$ cat config.mk
export PLATFORM = sky130hd
export DESIGN_NAME = playlist_cursor_sequencer
export DESIGN_NICKNAME = d
export VERILOG_FILES = /design/src/sv/pcs_pkg.sv /design/src/sv/playlist_cursor_sequencer.sv /design/src/sv/pcs_modu.sv /design/src/sv/pcs_dp.sv /design/src/sv/pcs_ctrl.sv
export SDC_FILE = /design/constraint.sdc
export NUM_CORES = 2
export LEC_CHECK = 0
export ABC_AREA = 1
export BUFFER_PORTS_ARGS = -buffer_cell sky130_fd_sc_hd__buf_2
export CAP_MARGIN = 30
export CORE_MARGIN = 10
export CORE_UTILIZATION = 43
export CTS_CLUSTER_DIAMETER = 30
export CTS_CLUSTER_SIZE = 14
export DETAILED_ROUTE_END_ITERATION = 12
export GPL_TIMING_DRIVEN = 0
export PLACE_DENSITY = 0.59
export SLEW_MARGIN = 20
export SYNTH_ARGS = -nofsm -noshare
export SYNTH_HDL_FRONTEND = slang
export SYNTH_SLANG_ARGS = --single-unit
$ cat constraint.sdc
create_clock -name clk -period 8.3 [get_ports clk]
set_clock_uncertainty 0.1 [all_clocks]
set_input_delay 1.66 -clock clk [delete_from_list [all_inputs] [get_ports clk]]
set_output_delay 1.66 -clock clk [all_outputs]
set_load 0.01 [all_outputs]
$ cat src/sv/pcs_pkg.sv
// Shared types, constants and codes for the playlist cursor sequencer.
// No dependencies; every other file of the block imports this package.
`default_nettype none

package pcs_pkg;

  localparam int PCS_MAX_ENTRIES = 1024;
  localparam int PCS_OP_W        = 3;
  localparam int PCS_IDX_W       = 10;
  localparam int PCS_CNT_W       = 11;
  localparam int PCS_DRAW_W      = 64;
  localparam int PCS_HALF_W      = PCS_DRAW_W / 2;
  localparam int PCS_CFG_IDX_W   = 1;
  localparam int PCS_CFG_DATA_W  = 64;

  localparam logic [PCS_DRAW_W-1:0] PCS_SEED_RESET = 64'h9E37_79B9_7F4A_7C15;
  localparam logic [PCS_DRAW_W-1:0] PCS_MIX_MULT   = 64'h2545_F491_4F6C_DD1D;
  localparam int PCS_XS_A = 12;
  localparam int PCS_XS_B = 25;
  localparam int PCS_XS_C = 27;

  typedef enum logic [PCS_OP_W-1:0] {
    OP_ADD    = 3'd0,
    OP_REMOVE = 3'd1,
    OP_CLEAR  = 3'd2,
    OP_SET    = 3'd3,
    OP_NEXT   = 3'd4,
    OP_PREV   = 3'd5,
    OP_PEEK   = 3'd6
  } op_t;

  typedef enum logic [1:0] {
    MODE_SEQ  = 2'd0,
    MODE_LOOP = 2'd1,
    MODE_SHUF = 2'd2
  } mode_t;

  typedef enum logic [PCS_CFG_IDX_W-1:0] {
    CFG_PLAY_MODE    = 1'd0,
    CFG_SHUFFLE_SEED = 1'd1
  } cfg_reg_t;

  typedef struct packed {
    logic [PCS_OP_W-1:0]  op;
    logic [PCS_IDX_W-1:0] entry_index;
  } in_t;

  typedef struct packed {
    logic [PCS_IDX_W-1:0] item_index;
    logic                 item_valid;
    logic                 accepted;
    logic [PCS_CNT_W-1:0] count_now;
    logic                 cursor_set;
  } out_t;

  typedef enum logic [3:0] {
    ST_IDLE,
    ST_EXEC,
    ST_STEP,
    ST_MUL_A,
    ST_MUL_B,
    ST_MUL_C,
    ST_MUL_D,
    ST_MOD,
    ST_COMMIT
  } state_t;

  // Controller to datapath.
  typedef struct packed {
    logic latch;
    logic load_rng;
    logic step;
    logic mul_a;
    logic mul_b;
    logic mul_c;
    logic mod_start;
    logic take_pick;
    logic commit;
  } cmd_t;

  // Datapath to controller.
  typedef struct packed {
    logic need_draw;
    logic mod_done;
    logic pick_eq;
    logic out_free;
  } sts_t;

endpackage

`default_nettype wire

$ cat src/sv/playlist_cursor_sequencer.sv
// Top level of the playlist cursor sequencer: controller plus datapath.
// Depends on pcs_pkg, pcs_ctrl, pcs_dp and pcs_modu.
//
//   channel  ports                                  payload
//   input    in_valid / in_ready / in_data          op, entry_index
//   result   out_valid / out_ready / out_data       item, flags, count
//   config   cfg_wr_en / cfg_index / cfg_wdata      play_mode, shuffle_seed
//
// One item at a time. Add, remove, clear, set_current and non-shuffle moves
// register their result in the COMMIT state that follows EXEC; the next input
// transfer is taken once the controller is back in IDLE.
// A shuffle move or peek runs STEP, MUL_A to MUL_D and MOD once per draw;
// each draw is bound by the bit-serial remainder unit.
// Synchronous active-low reset; no clearing pass. A new item is taken while
// a result waits; the commit of the next result stalls until it is taken.

`default_nettype none

module playlist_cursor_sequencer #(
  parameter int MAX_ENTRIES = pcs_pkg::PCS_MAX_ENTRIES
) (
  input  wire logic                              clk,
  input  wire logic                              rst_n,
  input  wire logic                              in_valid,
  output logic                                   in_ready,
  input  wire pcs_pkg::in_t                      in_data,
  output logic                                   out_valid,
  input  wire logic                              out_ready,
  output pcs_pkg::out_t                          out_data,
  input  wire logic                              cfg_wr_en,
  input  wire logic [pcs_pkg::PCS_CFG_IDX_W-1:0]  cfg_index,
  input  wire logic [pcs_pkg::PCS_CFG_DATA_W-1:0] cfg_wdata
);
  import pcs_pkg::*;

  cmd_t cmd;
  sts_t sts;

  pcs_ctrl u_ctrl (
    .clk      (clk),
    .rst_n    (rst_n),
    .in_valid (in_valid),
    .in_ready (in_ready),
    .sts      (sts),
    .cmd      (cmd)
  );

  pcs_dp #(
    .MAX_ENTRIES (MAX_ENTRIES)
  ) u_dp (
    .clk       (clk),
    .rst_n     (rst_n),
    .in_data   (in_data),
    .cfg_wr_en (cfg_wr_en),
    .cfg_index (cfg_index),
    .cfg_wdata (cfg_wdata),
    .cmd       (cmd),
    .sts       (sts),
    .out_ready (out_ready),
    .out_valid (out_valid),
    .out_data  (out_data)
  );

endmodule

`default_nettype wire

$ cat src/sv/pcs_modu.sv
// Bit-serial remainder unit: 64-bit dividend modulo a narrow divisor.
// Depends on pcs_pkg for the dividend width.
`default_nettype none

module pcs_modu #(
  parameter int DIV_W = 11
) (
  input  wire logic                          clk,
  input  wire logic                          rst_n,
  input  wire logic                          start,
  input  wire logic [pcs_pkg::PCS_DRAW_W-1:0] dividend,
  input  wire logic [DIV_W-1:0]              divisor,
  output logic                               done,
  output logic [DIV_W-1:0]                   rem
);
  import pcs_pkg::*;

  localparam int STEP_W = $clog2(PCS_DRAW_W);

  logic [PCS_DRAW_W-1:0] num_r;
  logic [DIV_W-1:0]      rem_r;
  logic [STEP_W-1:0]     cnt_r;
  logic                  busy_r;
  logic                  done_r;

  logic [DIV_W:0]   trial;
  logic [DIV_W:0]   diff;
  logic             ge;
  logic [DIV_W-1:0] rem_nxt;

  // One quotient bit per cycle, most significant dividend bit first.
  assign trial   = {rem_r, num_r[PCS_DRAW_W-1]};
  assign ge      = trial >= {1'b0, divisor};
  assign diff    = trial - {1'b0, divisor};
  assign rem_nxt = ge ? diff[DIV_W-1:0] : trial[DIV_W-1:0];

  always_ff @(posedge clk) begin
    if (!rst_n) begin
      busy_r <= 1'b0;
      done_r <= 1'b0;
      cnt_r  <= '0;
    end else if (start) begin
      busy_r <= 1'b1;
      done_r <= 1'b0;
      cnt_r  <= '0;
    end else if (busy_r) begin
      cnt_r <= cnt_r + 1'b1;
      if (cnt_r == STEP_W'(PCS_DRAW_W - 1)) begin
        busy_r <= 1'b0;
        done_r <= 1'b1;
      end
    end
  end

  always_ff @(posedge clk) begin
    if (start) begin
      num_r <= dividend;
      rem_r <= '0;
    end else if (busy_r) begin
      num_r <= {num_r[PCS_DRAW_W-2:0], 1'b0};
      rem_r <= rem_nxt;
    end
  end

  assign done = done_r;
  assign rem  = rem_r;

endmodule

`default_nettype wire

$ cat src/sv/pcs_dp.sv
// Datapath: entry count, cursor, generator, multiplier, result register.
// Depends on pcs_pkg and instantiates pcs_modu.
`default_nettype none

module pcs_dp #(
  parameter int MAX_ENTRIES = pcs_pkg::PCS_MAX_ENTRIES
) (
  input  wire logic                              clk,
  input  wire logic                              rst_n,
  input  wire pcs_pkg::in_t                      in_data,
  input  wire logic                              cfg_wr_en,
  input  wire logic [pcs_pkg::PCS_CFG_IDX_W-1:0]  cfg_index,
  input  wire logic [pcs_pkg::PCS_CFG_DATA_W-1:0] cfg_wdata,
  input  wire pcs_pkg::cmd_t                     cmd,
  output pcs_pkg::sts_t                          sts,
  input  wire logic                              out_ready,
  output logic                                   out_valid,
  output pcs_pkg::out_t                          out_data
);
  import pcs_pkg::*;

  localparam int CW = $clog2(MAX_ENTRIES + 1);
  localparam int XW = (CW > PCS_IDX_W) ? CW : PCS_IDX_W;
  localparam logic [CW-1:0] MAX_CNT = CW'(MAX_ENTRIES);
  localparam logic [PCS_HALF_W-1:0] MULT_LO = PCS_MIX_MULT[PCS_HALF_W-1:0];
  localparam logic [PCS_HALF_W-1:0] MULT_HI = PCS_MIX_MULT[PCS_DRAW_W-1:PCS_HALF_W];

  function automatic logic [PCS_DRAW_W-1:0] xorshift(input logic [PCS_DRAW_W-1:0] x);
    logic [PCS_DRAW_W-1:0] a;
    logic [PCS_DRAW_W-1:0] b;
    a = x ^ (x >> PCS_XS_A);
    b = a ^ (a << PCS_XS_B);
    return b ^ (b >> PCS_XS_C);
  endfunction

  // Architectural state.
  mode_t                 mode_r;
  logic [CW-1:0]         count_r;
  logic [CW-1:0]         cursor_r;
  logic                  valid_r;
  logic [PCS_DRAW_W-1:0] rng_r;

  // Working registers of one operation.
  op_t                   op_r;
  logic [PCS_IDX_W-1:0]  idx_r;
  logic [PCS_DRAW_W-1:0] nav_rng_r;
  logic [PCS_DRAW_W-1:0] mul_r;
  logic [PCS_DRAW_W-1:0] acc_r;
  logic [CW-1:0]         pick_r;

  logic                  out_valid_r;
  out_t                  out_data_r;

  logic [PCS_HALF_W-1:0] mul_a_op;
  logic [PCS_HALF_W-1:0] mul_b_op;
  logic [PCS_DRAW_W-1:0] mul_p;
  logic [PCS_DRAW_W-1:0] dividend;
  logic                  mod_done;
  logic [CW-1:0]         mod_rem;

  logic                  fwd;
  logic [CW:0]           cur_inc;
  logic [CW-1:0]         nav_cur;
  logic                  nav_valid;
  logic                  nav_ok;

  logic [XW-1:0]         idx_x;
  logic [XW-1:0]         count_x;
  logic [CW-1:0]         idx_c;
  logic [CW-1:0]         cnt_dec;
  logic [CW-1:0]         rm_cur;
  logic                  rm_valid;

  logic [CW-1:0]         count_nxt;
  logic [CW-1:0]         cursor_nxt;
  logic                  valid_nxt;
  logic [PCS_DRAW_W-1:0] rng_nxt;
  logic [CW-1:0]         item_cur;
  logic                  item_ok;
  logic                  acc_ok;
  out_t                  res;

  // Low 64 bits of the 64x64 product from three 32x32 partial products.
  assign mul_a_op = cmd.mul_c ? nav_rng_r[PCS_DRAW_W-1:PCS_HALF_W]
                              : nav_rng_r[PCS_HALF_W-1:0];
  assign mul_b_op = cmd.mul_b ? MULT_HI : MULT_LO;
  assign mul_p    = mul_a_op * mul_b_op;
  assign dividend = acc_r + {mul_r[PCS_HALF_W-1:0], {PCS_HALF_W{1'b0}}};

  pcs_modu #(
    .DIV_W (CW)
  ) u_modu (
    .clk      (clk),
    .rst_n    (rst_n),
    .start    (cmd.mod_start),
    .dividend (dividend),
    .divisor  (count_r),
    .done     (mod_done),
    .rem      (mod_rem)
  );

  // Move of the cursor for next, previous and peek.
  assign fwd     = (op_r != OP_PREV);
  assign cur_inc = {1'b0, cursor_r} + 1'b1;

  always_comb begin
    nav_cur   = cursor_r;
    nav_valid = valid_r;
    nav_ok    = 1'b0;
    if (count_r != '0) begin
      if (!valid_r) begin
        nav_cur   = '0;
        nav_valid = 1'b1;
        nav_ok    = 1'b1;
      end else begin
        case (mode_r)
          MODE_SEQ: begin
            if (fwd) begin
              if (cur_inc < {1'b0, count_r}) begin
                nav_cur = cur_inc[CW-1:0];
                nav_ok  = 1'b1;
              end
            end else begin
              if (cursor_r != '0) nav_cur = cursor_r - 1'b1;
              nav_ok = 1'b1;
            end
          end
          MODE_LOOP: begin
            if (fwd) begin
              nav_cur = (cur_inc == {1'b0, count_r}) ? '0 : cur_inc[CW-1:0];
            end else begin
              nav_cur = (cursor_r == '0) ? count_r - 1'b1 : cursor_r - 1'b1;
            end
            nav_ok = 1'b1;
          end
          default: begin
            nav_cur = (count_r == CW'(1)) ? '0 : pick_r;
            nav_ok  = 1'b1;
          end
        endcase
      end
    end
  end

  assign idx_x   = XW'(idx_r);
  assign count_x = XW'(count_r);
  assign idx_c   = CW'(idx_r);

  // Effect of a remove on the cursor.
  always_comb begin
    cnt_dec  = count_r - 1'b1;
    rm_cur   = (valid_r && idx_c < cursor_r) ? cursor_r - 1'b1 : cursor_r;
    rm_valid = valid_r && (idx_c != cursor_r);
    if (rm_valid && rm_cur >= cnt_dec) begin
      rm_cur   = cnt_dec;
      rm_valid = 1'b0;
    end
  end

  always_comb begin
    count_nxt  = count_r;
    cursor_nxt = cursor_r;
    valid_nxt  = valid_r;
    rng_nxt    = rng_r;
    item_cur   = '0;
    item_ok    = 1'b0;
    acc_ok     = 1'b0;
    unique case (op_r)
      OP_ADD: begin
        if (count_r < MAX_CNT) begin
          count_nxt = count_r + 1'b1;
          acc_ok    = 1'b1;
        end
      end
      OP_REMOVE: begin
        if (idx_x < count_x) begin
          count_nxt  = cnt_dec;
          cursor_nxt = rm_cur;
          valid_nxt  = rm_valid;
          acc_ok     = 1'b1;
        end
      end
      OP_CLEAR: begin
        count_nxt  = '0;
        cursor_nxt = '0;
        valid_nxt  = 1'b0;
        acc_ok     = 1'b1;
      end
      OP_SET: begin
        if (idx_x < count_x) begin
          cursor_nxt = idx_c;
          valid_nxt  = 1'b1;
          acc_ok     = 1'b1;
        end
      end
      OP_NEXT, OP_PREV: begin
        cursor_nxt = nav_cur;
        valid_nxt  = nav_valid;
        rng_nxt    = nav_rng_r;
        if (nav_ok) begin
          item_cur = nav_cur;
          item_ok  = 1'b1;
          acc_ok   = 1'b1;
        end
      end
      OP_PEEK: begin
        // A sequential next at the end leaves the copy at the cursor entry.
        if (nav_valid && nav_cur < count_r) begin
          item_cur = nav_cur;
          item_ok  = 1'b1;
          acc_ok   = 1'b1;
        end
      end
      default: ;
    endcase
    res.item_index = PCS_IDX_W'(item_cur);
    res.item_valid = item_ok;
    res.accepted   = acc_ok;
    res.count_now  = PCS_CNT_W'(count_nxt);
    res.cursor_set = valid_nxt;
  end

  always_ff @(posedge clk) begin
    if (!rst_n) begin
      mode_r   <= MODE_SEQ;
      count_r  <= '0;
      cursor_r <= '0;
      valid_r  <= 1'b0;
      rng_r    <= PCS_SEED_RESET;
    end else begin
      if (cmd.commit) begin
        count_r  <= count_nxt;
        cursor_r <= cursor_nxt;
        valid_r  <= valid_nxt;
        rng_r    <= rng_nxt;
      end
      if (cfg_wr_en) begin
        unique case (cfg_reg_t'(cfg_index))
          CFG_PLAY_MODE: begin
            if (cfg_wdata <= PCS_CFG_DATA_W'(MODE_SHUF)) mode_r <= mode_t'(cfg_wdata[1:0]);
          end
          CFG_SHUFFLE_SEED: begin
            rng_r <= (cfg_wdata == '0) ? PCS_DRAW_W'(1) : cfg_wdata;
          end
        endcase
      end
    end
  end

  always_ff @(posedge clk) begin
    if (cmd.latch) begin
      op_r  <= op_t'(in_data.op);
      idx_r <= in_data.entry_index;
    end
    if (cmd.load_rng) nav_rng_r <= rng_r;
    else if (cmd.step) nav_rng_r <= xorshift(nav_rng_r);
    if (cmd.mul_a || cmd.mul_b || cmd.mul_c) mul_r <= mul_p;
    if (cmd.mul_b) acc_r <= mul_r;
    else if (cmd.mul_c) acc_r <= dividend;
    if (cmd.take_pick) pick_r <= mod_rem;
    if (cmd.commit) out_data_r <= res;
  end

  always_ff @(posedge clk) begin
    if (!rst_n) begin
      out_valid_r <= 1'b0;
    end else if (cmd.commit) begin
      out_valid_r <= 1'b1;
    end else if (out_ready) begin
      out_valid_r <= 1'b0;
    end
  end

  assign sts.need_draw = (op_r == OP_NEXT || op_r == OP_PREV || op_r == OP_PEEK) &&
                         (count_r > CW'(1)) && valid_r && (mode_r == MODE_SHUF);
  assign sts.mod_done  = mod_done;
  assign sts.pick_eq   = (mod_rem == cursor_r);
  assign sts.out_free  = !out_valid_r || out_ready;

  assign out_valid = out_valid_r;
  assign out_data  = out_data_r;

endmodule

`default_nettype wire

$ cat src/sv/pcs_ctrl.sv
// Controller state machine: sequences latch, shuffle draws and commit.
// Depends on pcs_pkg for the state, command and status types.
`default_nettype none

module pcs_ctrl (
  input  wire logic          clk,
  input  wire logic          rst_n,
  input  wire logic          in_valid,
  output logic               in_ready,
  input  wire pcs_pkg::sts_t sts,
  output pcs_pkg::cmd_t      cmd
);
  import pcs_pkg::*;

  state_t state_r;
  state_t state_nxt;

  always_ff @(posedge clk) begin
    if (!rst_n) begin
      state_r <= ST_IDLE;
    end else begin
      state_r <= state_nxt;
    end
  end

  always_comb begin
    state_nxt = state_r;
    cmd       = '0;
    in_ready  = 1'b0;
    unique case (state_r)
      ST_IDLE: begin
        in_ready = 1'b1;
        if (in_valid) begin
          cmd.latch = 1'b1;
          state_nxt = ST_EXEC;
        end
      end
      ST_EXEC: begin
        cmd.load_rng = 1'b1;
        state_nxt    = sts.need_draw ? ST_STEP : ST_COMMIT;
      end
      ST_STEP: begin
        cmd.step  = 1'b1;
        state_nxt = ST_MUL_A;
      end
      ST_MUL_A: begin
        cmd.mul_a = 1'b1;
        state_nxt = ST_MUL_B;
      end
      ST_MUL_B: begin
        cmd.mul_b = 1'b1;
        state_nxt = ST_MUL_C;
      end
      ST_MUL_C: begin
        cmd.mul_c = 1'b1;
        state_nxt = ST_MUL_D;
      end
      ST_MUL_D: begin
        cmd.mod_start = 1'b1;
        state_nxt     = ST_MOD;
      end
      ST_MOD: begin
        // A draw equal to the cursor is thrown away and drawn again.
        if (sts.mod_done) begin
          cmd.take_pick = 1'b1;
          state_nxt     = sts.pick_eq ? ST_STEP : ST_COMMIT;
        end
      end
      ST_COMMIT: begin
        if (sts.out_free) begin
          cmd.commit = 1'b1;
          state_nxt  = ST_IDLE;
        end
      end
      default: state_nxt = ST_IDLE;
    endcase
  end

endmodule

`default_nettype wire

==> metrics.txt <==
status=completed; Final #Nets=7071; post-synthesis mux area share=0; Clock Latency Late Sink=0.68 ns; slowest CP cell=fa_2; Area growth, synth to finish=19.5%; final WL=165000 um; vias=39400; Setup crit end kind=flop; total gr overflow=0; crit path from=u_ctrl.state_r[2]$_SDFFE_PN0P_; worst hold start=u_dp.u_modu.cnt_r[5]$_SDFFE_PP0P_; share of layout cells above drive strength 1=0.141; crit-path max FO=6; Critical Path RT=8.63 ns; r2r setup slk=0.12 ns; Crit Path Class=flop to flop; max frequency=122 MHz; Post-synth EDFFs=304; Syn. warnings=0; post-DR wirelength/cell=approximately 22 um; num rows=~120; CTS H-tree depth=3; Detail Route Antenna Nets=0; diode count=0; synthesized area per cell=8.68 um^2; initial antenna violation count=5; Seq/Total Area, Yosys=0.239; first-pass GRT wire length=around 240000 um; fin. max-slew vios=0; Vias/cell=5.27; WP data arrival=around 8.5 ns; Fin. Hold Viols=0; Initial Util=0.435; die height=353 um; CTS tree=built; largest net degree at the start of global routing=between 50 and 60; vias in the first global route=39000; Root Buffer=clkbuf_16; CP Launch Type=flop; R2R depth=35; fin crit share=0.986; Worst-path clk slew=0.05 ns; Reg-to-Reg End=u_dp.mul_r[56]$_DFFE_PP_; reg-to-reg startpoint=u_ctrl.state_r[2]$_SDFFE_PN0P_; most frequent CP cell=fa_1; relative slew slack=0.347; I/O pins=approximately 110; xor and xnor area share after synthesis=0.0469; Die ar.=approximately 0.12 mm^2; mapped cell area=0.0476 mm^2; hold buffers post-CTS=0; Synth Area in Compound Gates=0.0926; DRC Markers=0; core area=0.109 mm^2; largest family of logic cells by synthesized area=adder cells; routability-driven placement congestion ratio=1.00; Seq cells post-synth=about 420; maxcap violations=0; Pre-Repair DR Iteration Count=8; Hold Crit Class=flop to flop; cts bufs inserted=approximately 100; final core occ=0.520; post-synthesis adder-cell area fraction=0.370; Yosys cell types=59; Slowest Stage Delay on Critical Path=0.62 ns; Critical Path Sink=u_dp.mul_r[56]$_DFFE_PP_; IO Port Bufs=108; RSZ-0062 raised after global routing=yes; Starting DRT DRC Count=roughly 3700; Tmin final=8.18 ns; Clock Path Buffers=3; critical path's top delay family=adder cells; CTS sink cnt=between 400 and 500; worst-margin pin slew=0.979 ns; final setup violation count=0; Mapped Cells=about 5500; worst hold path depth=2; Most used DFF post-synth=edfxtp_1; gr usage total=0.257; ys async rst share=0; Crit. path cell count=35; Die Wd=353 um; WP buf/inv=13; dpl hpwl=~140000 um; Post-Synth Simple-Gate Area=0.141
-- per-stage QoR --
step | cell area, um^2 | setup WS (ns) | std cells | hold WS (ns) | setup TNS, ns
floorplan | 47800 | 0.00312 | 5532 | 0.339 | 0
CTS | 55500 | 0.00158 | 7405 | 0.377 | 0
finish | 56900 | 0.117 | 7489 | 0.374 | 0
global placement | 50200 | -3.13 | 7116 | 0.353 | -110.86
global route | 56900 | -0.102 | 7489 | 0.411 | -0.432
detailed placement | 50600 | -2.07 | 7147 | 0.363 | -57.55
-- Yosys cell counts, types with 9 or more instances --
master,instances,area share
nor2_1,341,0.027
buf_1,10,0.00079
nand2_1,946,0.075
a21oi_1,242,0.025
xnor2_1,141,0.026
a31oi_1,25,0.0033
a21o_1,18,0.0028
or2_2,22,0.0029
o21ai_2,16,0.0029
o22ai_1,9,0.0012
nand4_1,32,0.0042
edfxtp_1,304,0.19
o21a_1,10,0.0016
xor2_1,114,0.021
nor4_1,28,0.0037
nor2_2,22,0.0029
dfxtp_1,113,0.048
inv_1,1202,0.095
buf_2,26,0.0027
clkbuf_1,84,0.0066
ha_1,497,0.13
fa_1,569,0.24
inv_2,26,0.0021
o21ai_0,297,0.031
nand3_1,153,0.016
o21ai_1,14,0.0015
o21bai_1,14,0.0022
nor3_1,32,0.0034
o211ai_1,70,0.011
-- metal layers --
metal,share of wire,global-route usage,routed length (um)
met1,0.43,0.356,70500
met2,0.45,0.403,74400
met3,0.081,0.0435,13400
met4,0.039,0.0931,6500
met5,0.00016,0,27
-- layout make-up --
class,count,area [um^2]
buffer,134,769
clock buffer,138,2870
clock inverter,59,682
fill,10400,52600
inverter,1235,4710
multi-input combinational,3746,32400
sequential,417,11400
tap,1476,1850
timing repair buffer,284,2140
-- worst register-to-register path, delay by kind of cell (launching register included) --
family / cells / cell delay (ns)
flip-flops: 1 / 0.34
AO/OA/AOI/OAI: 7 / 1.16
XOR/XNOR: 1 / 0.11
buffers and inverters: 13 / 1.20
adder cells (fa/ha/maj): 9 / 4.42
AND/OR/NAND/NOR: 5 / 0.63
-- worst min-delay path by stage --
stage | slack [ns] | to
3_5_place_dp | 0.36 | u_dp.u_modu.cnt_r[5]$_SDFFE_PP0P_
5_1_grt | 0.41 | u_dp.u_modu.cnt_r[1]$_SDFFE_PP0P_
4_1_cts | 0.38 | u_dp.u_modu.cnt_r[5]$_SDFFE_PP0P_
3_3_place_gp | 0.35 | u_dp.u_modu.cnt_r[5]$_SDFFE_PP0P_
6_report | 0.37 | u_dp.u_modu.cnt_r[5]$_SDFFE_PP0P_
2_1_floorplan | 0.34 | u_dp.u_modu.cnt_r[5]$_SDFFE_PP0P_
-- what timing repair did --
item	in CTS	in global routing
gates resized for setup	202	200
pin swaps	42	87
cloned	0	4
setup buffers	61	77
endpoints found under the setup margin	44	38
-- cells by family (layout without fill, tap and decap cells) --
family                   count (synthesis)  after routing
AND/OR/NAND/NOR                       1608           1608
buffers and inverters                 1369           1850
adder cells (fa/ha/maj)               1066           1066
AO/OA/AOI/OAI                          768            768
flip-flops                             417            417
XOR/XNOR                               255            255
other                                    2             49
-- registers in the layout, summed over array words and instances, names as in the netlist, 6 cells and up --
register,flops
u_dp.acc_r,64
u_dp.count_r,11
u_dp.cursor_r,11
u_dp.idx_r,10
u_dp.mul_r,64
u_dp.nav_rng_r,64
u_dp.out_data,24
u_dp.pick_r,11
u_dp.rng_r,64
u_dp.u_modu.cnt_r,6
u_dp.u_modu.num_r,64
u_dp.u_modu.rem,11
-- cell usage in the layout, fill, tap and decap left out, types with 19 or more instances in the layout --
cell,instances
fa_1,550
or2_2,22
clkinvlp_4,29
conb_1,49
a21oi_1,229
xnor2_1,140
o21ai_0,271
buf_4,153
buf_2,129
nor3_1,28
nor2_2,35
clkbuf_16,111
inv_1,1155
o211ai_1,70
nor2_4,52
a21oi_2,19
nor2_1,280
clkbuf_1,100
edfxtp_1,304
xor2_1,114
nand3_1,147
nand4_1,32
fa_2,19
nand2_1,933
nor4_1,24
ha_1,469
dfxtp_1,109
o21ai_4,28
inv_2,51
Power is not shown: default switching activity piles up to over one toggle a cycle in this logic, so the estimate is an artifact.
